--- src/hdl/cartesian_to_polar_oriented_defines.svh ---
// cartesian_to_polar_oriented_defines.svh: assertion macros shared by the
// cartesian_to_polar_oriented RTL. No dependencies.
`ifndef CARTESIAN_TO_POLAR_ORIENTED_DEFINES_SVH
`define CARTESIAN_TO_POLAR_ORIENTED_DEFINES_SVH

// Implication checked at every clock edge outside reset
`define C2P_ASSERT_IMP(lbl, clk, rstn, ante, cons, msg) \
	lbl: assert property (@(posedge clk) disable iff (!rstn) (ante) |-> (cons)) \
		else $error(msg);

// Invariant checked at every clock edge outside reset
`define C2P_ASSERT_ALWAYS(lbl, clk, rstn, cond, msg) \
	lbl: assert property (@(posedge clk) disable iff (!rstn) (cond)) \
		else $error(msg);

`endif

--- src/hdl/c2p_pkg.sv ---
`timescale 1ns / 1ps
// c2p_pkg: widths, turn constants, arctangent table and latency helpers
// for the cartesian_to_polar_oriented block. No dependencies.
package c2p_pkg;

	localparam int COORD_BITS_DEF    = 24;
	localparam int CORDIC_STAGES_DEF = 16;

	localparam int MODE_W  = 3;
	localparam int ANGLE_W = 16;
	localparam int DIST_W  = 24;

	// Orientation register bit positions
	localparam int MODE_NEG_X = 0;
	localparam int MODE_NEG_Y = 1;
	localparam int MODE_SWAP  = 2;

	// Rotation datapath: operands normalised so the larger has its MSB at bit 40
	localparam int NORM_MSB = 40;
	localparam int ROT_W    = 44;
	localparam int SH_W     = 6;

	// Angle accumulator in 2^-16 degree
	localparam int Z_W    = 26;
	localparam int TURN_W = 25;
	localparam int LUT_W  = 22;
	localparam int ANGLE_SHIFT = 9;

	localparam logic [TURN_W-1:0]  FULL_TURN   = 25'd23592960;
	localparam logic [TURN_W-1:0]  HALF_TURN   = 25'd11796480;
	localparam logic [TURN_W-1:0]  ROUND_HALF  = 25'd256;
	localparam logic [ANGLE_W-1:0] ANGLE_UNITS = 16'd46080;
	localparam logic [DIST_W-1:0]  DIST_MAX    = 24'hFFFFFF;

	// atan(2^-i) in 2^-16 degree, rounded to nearest
	function automatic logic [LUT_W-1:0] atan_lut(input logic [4:0] idx);
		logic [LUT_W-1:0] v;
		case (idx)
			5'd0:  v = 22'd2949120;
			5'd1:  v = 22'd1740967;
			5'd2:  v = 22'd919879;
			5'd3:  v = 22'd466945;
			5'd4:  v = 22'd234379;
			5'd5:  v = 22'd117304;
			5'd6:  v = 22'd58666;
			5'd7:  v = 22'd29335;
			5'd8:  v = 22'd14668;
			5'd9:  v = 22'd7334;
			5'd10: v = 22'd3667;
			5'd11: v = 22'd1833;
			5'd12: v = 22'd917;
			5'd13: v = 22'd458;
			5'd14: v = 22'd229;
			5'd15: v = 22'd115;
			5'd16: v = 22'd57;
			5'd17: v = 22'd29;
			5'd18: v = 22'd14;
			5'd19: v = 22'd7;
			5'd20: v = 22'd4;
			5'd21: v = 22'd2;
			5'd22: v = 22'd1;
			default: v = '0;
		endcase
		return v;
	endfunction

	// Register stages after the entry stage: magnitude, encode, shift,
	// rotations, wrap, round
	function automatic int angle_latency(input int stages);
		return stages + 5;
	endfunction

	// Register stages after the entry stage: squares, sum, root bits, round
	function automatic int dist_latency(input int coord_bits);
		return coord_bits + 3;
	endfunction

	function automatic int max_int(input int a, input int b);
		return (a > b) ? a : b;
	endfunction

endpackage

--- src/hdl/c2p_isqrt.sv ---
`timescale 1ns / 1ps
// c2p_isqrt: squares, sum and one-bit-per-stage integer square root with
// rounding and saturation. Depends on c2p_pkg and the defines header.
`include "cartesian_to_polar_oriented_defines.svh"

module c2p_isqrt #(
	parameter int COORD_BITS = c2p_pkg::COORD_BITS_DEF,
	parameter int PAD        = 0
) (
	input  logic                        clk,
	input  logic                        arst_n,
	input  logic                        in_valid,
	input  logic [COORD_BITS-1:0]       mag_x,
	input  logic [COORD_BITS-1:0]       mag_y,
	output logic                        out_valid,
	output logic [c2p_pkg::DIST_W-1:0]  distance
);
	import c2p_pkg::*;

	localparam int SQ_W = 2 * COORD_BITS;
	localparam int RW   = COORD_BITS + 1;
	localparam int XW   = (RW > DIST_W) ? RW : DIST_W;

	logic                  vld_s2;
	logic [SQ_W-1:0]       sqx_s2, sqy_s2;

	logic [SQ_W-1:0]       rem_s [COORD_BITS+1];
	logic [COORD_BITS-1:0] root_s [COORD_BITS+1];
	logic                  root_vld_s [COORD_BITS+1];

	logic [RW-1:0]         rnd;
	logic [XW-1:0]         rnd_x;

	logic [DIST_W-1:0]     dist_s [PAD+1];
	logic                  dist_vld_s [PAD+1];

	always_ff @(posedge clk or negedge arst_n) begin
		if (!arst_n) begin
			vld_s2        <= 1'b0;
			root_vld_s[0] <= 1'b0;
		end else begin
			vld_s2        <= in_valid;
			root_vld_s[0] <= vld_s2;
		end
	end

	// Square each magnitude, then sum into the root remainder
	always_ff @(posedge clk) begin
		sqx_s2    <= SQ_W'(mag_x) * SQ_W'(mag_x);
		sqy_s2    <= SQ_W'(mag_y) * SQ_W'(mag_y);
		rem_s[0]  <= sqx_s2 + sqy_s2;
		root_s[0] <= '0;
	end

	// Settle one root bit per stage, most significant first
	for (genvar j = 0; j < COORD_BITS; j++) begin : g_root
		localparam int K = COORD_BITS - 1 - j;
		logic [SQ_W-1:0] trial;

		assign trial = (SQ_W'(root_s[j]) << (K + 1)) | (SQ_W'(1) << (2 * K));

		always_ff @(posedge clk or negedge arst_n) begin
			if (!arst_n) begin
				root_vld_s[j+1] <= 1'b0;
			end else begin
				root_vld_s[j+1] <= root_vld_s[j];
			end
		end

		always_ff @(posedge clk) begin
			if (rem_s[j] >= trial) begin
				rem_s[j+1]  <= rem_s[j] - trial;
				root_s[j+1] <= root_s[j] | (COORD_BITS'(1) << K);
			end else begin
				rem_s[j+1]  <= rem_s[j];
				root_s[j+1] <= root_s[j];
			end
		end
	end

	// Round to nearest and clamp to the output range
	always_comb begin
		rnd = (SQ_W'(root_s[COORD_BITS]) < rem_s[COORD_BITS]) ?
			RW'(root_s[COORD_BITS]) + RW'(1) : RW'(root_s[COORD_BITS]);
		rnd_x = XW'(rnd);
	end

	always_ff @(posedge clk or negedge arst_n) begin
		if (!arst_n) begin
			dist_vld_s[0] <= 1'b0;
		end else begin
			dist_vld_s[0] <= root_vld_s[COORD_BITS];
		end
	end

	always_ff @(posedge clk) begin
		if (rnd_x > XW'(DIST_MAX)) begin
			dist_s[0] <= DIST_MAX;
		end else begin
			dist_s[0] <= rnd_x[DIST_W-1:0];
		end
	end

	// Delay to line up with the angle path
	for (genvar k = 0; k < PAD; k++) begin : g_pad
		always_ff @(posedge clk or negedge arst_n) begin
			if (!arst_n) begin
				dist_vld_s[k+1] <= 1'b0;
			end else begin
				dist_vld_s[k+1] <= dist_vld_s[k];
			end
		end

		always_ff @(posedge clk) begin
			dist_s[k+1] <= dist_s[k];
		end
	end

	assign out_valid = dist_vld_s[PAD];
	assign distance  = dist_s[PAD];

	// Floor root leaves a remainder no larger than twice the root
	`C2P_ASSERT_IMP(a_root_rem, clk, arst_n, root_vld_s[COORD_BITS], rem_s[COORD_BITS] <= (SQ_W'(root_s[COORD_BITS]) << 1), "square root remainder too large")

endmodule

--- config.mk ---
export PLATFORM = sky130hd
export DESIGN_NAME = c2p_isqrt
export DESIGN_NICKNAME = d
export VERILOG_FILES = /design/src/hdl/c2p_pkg.sv /design/src/hdl/c2p_isqrt.sv
export VERILOG_INCLUDE_DIRS = /design/src /design/src/hdl
export SDC_FILE = /design/constraint.sdc
export NUM_CORES = 2
export LEC_CHECK = 0
export BUFFER_PORTS_ARGS = -buffer_cell sky130_fd_sc_hd__buf_2
export CAP_MARGIN = 15
export CELL_PAD_IN_SITES_DETAIL_PLACEMENT = 1
export CELL_PAD_IN_SITES_GLOBAL_PLACEMENT = 2
export CORE_ASPECT_RATIO = 0.8
export CORE_MARGIN = 4
export CORE_UTILIZATION = 38
export DETAILED_ROUTE_END_ITERATION = 10
export GPL_TIMING_DRIVEN = 1
export HOLD_SLACK_MARGIN = 0.02
export PLACE_DENSITY = 0.86
export SYNTH_ARGS = -nofsm -noshare
export SYNTH_HDL_FRONTEND = slang
export SYNTH_SLANG_ARGS = --single-unit
--- constraint.sdc ---
create_clock -name clk -period 2.9 [get_ports clk]
set_input_delay 0.145 -clock clk [delete_from_list [all_inputs] [get_ports clk]]
set_output_delay 0.145 -clock clk [all_outputs]
set_load 0.03 [all_outputs]
==> reports/metrics.cfg <==
[flow_run]
drv_cap = 0

[synth]
synth.top_cell.area_share_pct = 34.58
syn_area_mm2 = 0.09368
yosys.area.top_type = dfxtp_1
syn_nets = 11234
synthCells = 9591
synth_edf_count = 0
yosysSeqAreaShare_pct = 35.30
synth_ff_type = dfxtp_1
yosysWarningCount = 0
async_flop_share_pct = 1.641
ys_ff_latch = 1645
yosysUniqueCellTypes = 97
synth.area.top_cells = dfxtp_1 (35%), fa_1 (18%), ha_1 (10%), inv_1 (6.7%), xnor2_1 (3.6%)
synth_area_per_cell_um2 = 9.768

[worst_setup_path]
crit_fanout = 6
critPathLaunchType = input port
cp_common_cell = fa_1
cp.arrival_ns = 6.77
crit_slowest_cell = fa_1
slowest_delay_ns = 0.60
r2r_setup_slack_ns = -0.53
critPathKind = in -> reg
crit_path_end_kind = register
cp.required_ns = 3.58

[drt]
drt_wl_total_mm = 298.4
ant_nets = 0
drtPass1Iterations = 5
vias_per_cell = 5.002
drt_iter0_markers = 4005
detail_route.wl_per_cell_um = 20.48
route.detailed.drc = 0
vias = 72864

[timing]
maxSlewViolCount = 0
rsz0062_at_grt = true
setup-tns-final_ns = -264.18
setup_viol = 479
max_slew.worst_pin.slew_ns = 0.8170
hold_viol_final = 0
worst_slack_ns = -3.190
maxSlewHeadroom_pct = 45.07
fmax_mhz = 164.2
period_needed_ns = 6.090
finalCritPeriodShare_pct = 210.0
worst_clock_skew_ns = 0.08287

[placed_design]
pre_cts_slack_ns = -4.435
place_hpwl_mm = 227.8
io_buffers = 75
placedCellCount = 14133
routabilityCongestion = 0.8847

[grt]
grt_overflow = 0
grt_max_degree = 39
antenna_found_initial = 9
grt_use_total_pct = 22.63
grt_pass1_wl_mm = 462.4
grt_pass1_vias = 82335

[layout]
layout.nets = 12793
layout_commonest_cell = dfxtp_1
syn_to_final_growth_pct = 27.41
stdcell_count = 14568
fin_util_pct = 48.83
fillers = 27219
final_cell_mix = dfxtp_1 (1,614), inv_1 (1,564), buf_4 (1,322), fa_1 (799), ha_1 (687)
drive_above_1_share_pct = 22.73

[floorplan]
dieArea_mm2 = 0.2546
core_mm2 = 0.2444
start_util_pct = 38.32
io_pins = 76
die_width_um = 563.1
rows = 162
die_h_um = 452.1

[cts]
clk_latency_ns = 0.82
clock_path_buffers = 3
cts-buffers-inserted = 163
cts.sinks = 1645
cts_max_level = 4
cts_tree = done
cts_root_buffer = clkbuf_16
path_clk_slew_ns = 0.06

[run_status]
status = finished, violations left
violations = negative setup slack

[hold_path]
hp-class = in -> reg

-- critical path: cells and delay by family --
family,cells,cell delay (ns)
adder cells (fa/ha/maj),7,3.34
AO/OA/AOI/OAI,7,1.45
buffers and inverters,9,0.90
XOR/XNOR,3,0.76
AND/OR/NAND/NOR,1,0.16
-- worst paths after layout --
check / cells past startpoint / from / to
worst min-delay path: 7 / mag_y[0] / sqy_s2[2]$_DFF_P_
min in group asynchronous: 4 / arst_n / root_vld_s[4]$_DFF_PN0_
worst max-delay path: 27 / mag_x[7] / sqx_s2[32]$_DFF_P_
worst max register to register: 15 / root_s[23][1]$_DFF_P_ / rem_s[1][425]$_DFF_P_
max in group asynchronous: 4 / arst_n / root_vld_s[20]$_DFF_PN0_
worst min register to register: 0 / rem_s[1][11]$_DFF_P_ / rem_s[1][59]$_DFF_P_
-- metrics by stage --
| stage | hold slack [ns] | area [µm²] |
|---|---|---|
| CTS | 0.04813 | 117600 |
| global route | 0.1286 | 119400 |
| global placement | 0.1448 | 109100 |
| finish | 0.1513 | 119400 |
| detailed placement | 0.1798 | 109100 |
| floorplan | -0.1506 | 95530 |
-- sequential cells by signal (all words and copies together) (netlist names) --
name        cells
rem_s        1200
root_s        300
sqx_s2         47
sqy_s2         47
root_vld_s     25
dist_s         24
out_valid       1
vld_s2          1
-- layer usage --
metal / part of all wire (%) / global-route usage [%] / up-vias
met2: 49 / 39.28 / 1379
li1: - / - / 34129
met1: 45 / 29.72 / 36798
met3: 3.6 / 2.745 / 552
met5: 0.012 / 0 / -
met4: 3.2 / 6.192 / 6
-- layout make-up --
| type | instances | area [µm²] | share of cell area [%] |
|---|---|---|---|
| diodes | 1 | 2.502 | 0.002097 |
| clock buffers | 204 | 4463 | 3.739 |
| clock inverters | 98 | 1454 | 1.218 |
| inverters | 1665 | 6255 | 5.240 |
| multi-input cells | 6094 | 56550 | 47.38 |
| flip-flops and latches | 1645 | 33070 | 27.71 |
| well taps | 3280 | 4104 | 3.438 |
| repair buffers | 1581 | 13460 | 11.28 |
-- kinds of logic after synthesis --
kind of cell,after synthesis,share of synthesized area [%]
compound gates,1369,9.294
xor+xnor,663,6.198
fa+ha+maj,1592,28.03
buf+inv,1852,7.447
flops,1645,35.30
mux,64,0.7533
simple gates,2406,12.98
-- cell usage after synthesis, drive strengths merged (22+ instances only) --
| cell type | count |
|---|---|
| inv | 1665 |
| nand4 | 85 |
| nor4b | 25 |
| fa | 845 |
| dfrtp | 27 |
| a31oi | 27 |
| nor2b | 85 |
| and3 | 37 |
| a21boi | 22 |
| nor2 | 442 |
| o21ai | 305 |
| o21bai | 36 |
| nand2b | 82 |
| a211oi | 36 |
| xnor2 | 381 |
| ha | 747 |
| mux2 | 52 |
| and4 | 28 |
| or4 | 24 |
| nand2 | 733 |
| or2 | 34 |
| dfxtp | 1618 |
| a21o | 235 |
| nor3 | 161 |
| o211ai | 22 |
| a21oi | 416 |
| xor2 | 282 |
| o31ai | 46 |
| nand3 | 106 |
| clkbuf | 169 |
| and2 | 248 |
| o21a | 84 |
| or3 | 51 |
| nor4 | 194 |
-- timing repair --
action / in CTS / in global routing
pin swaps: 204 / 227
hold endpoints to repair: 35 / 0
setup endpoints to repair: 523 / 673
hold buffers: 13 / 0
buffers inserted: 72 / 61
resized for setup: 474 / 345
gates cloned: 3 / 6
Power is left out: the tool's default activity adds up to more than one toggle a clock period on the data nets, which glitch-free logic cannot reach.
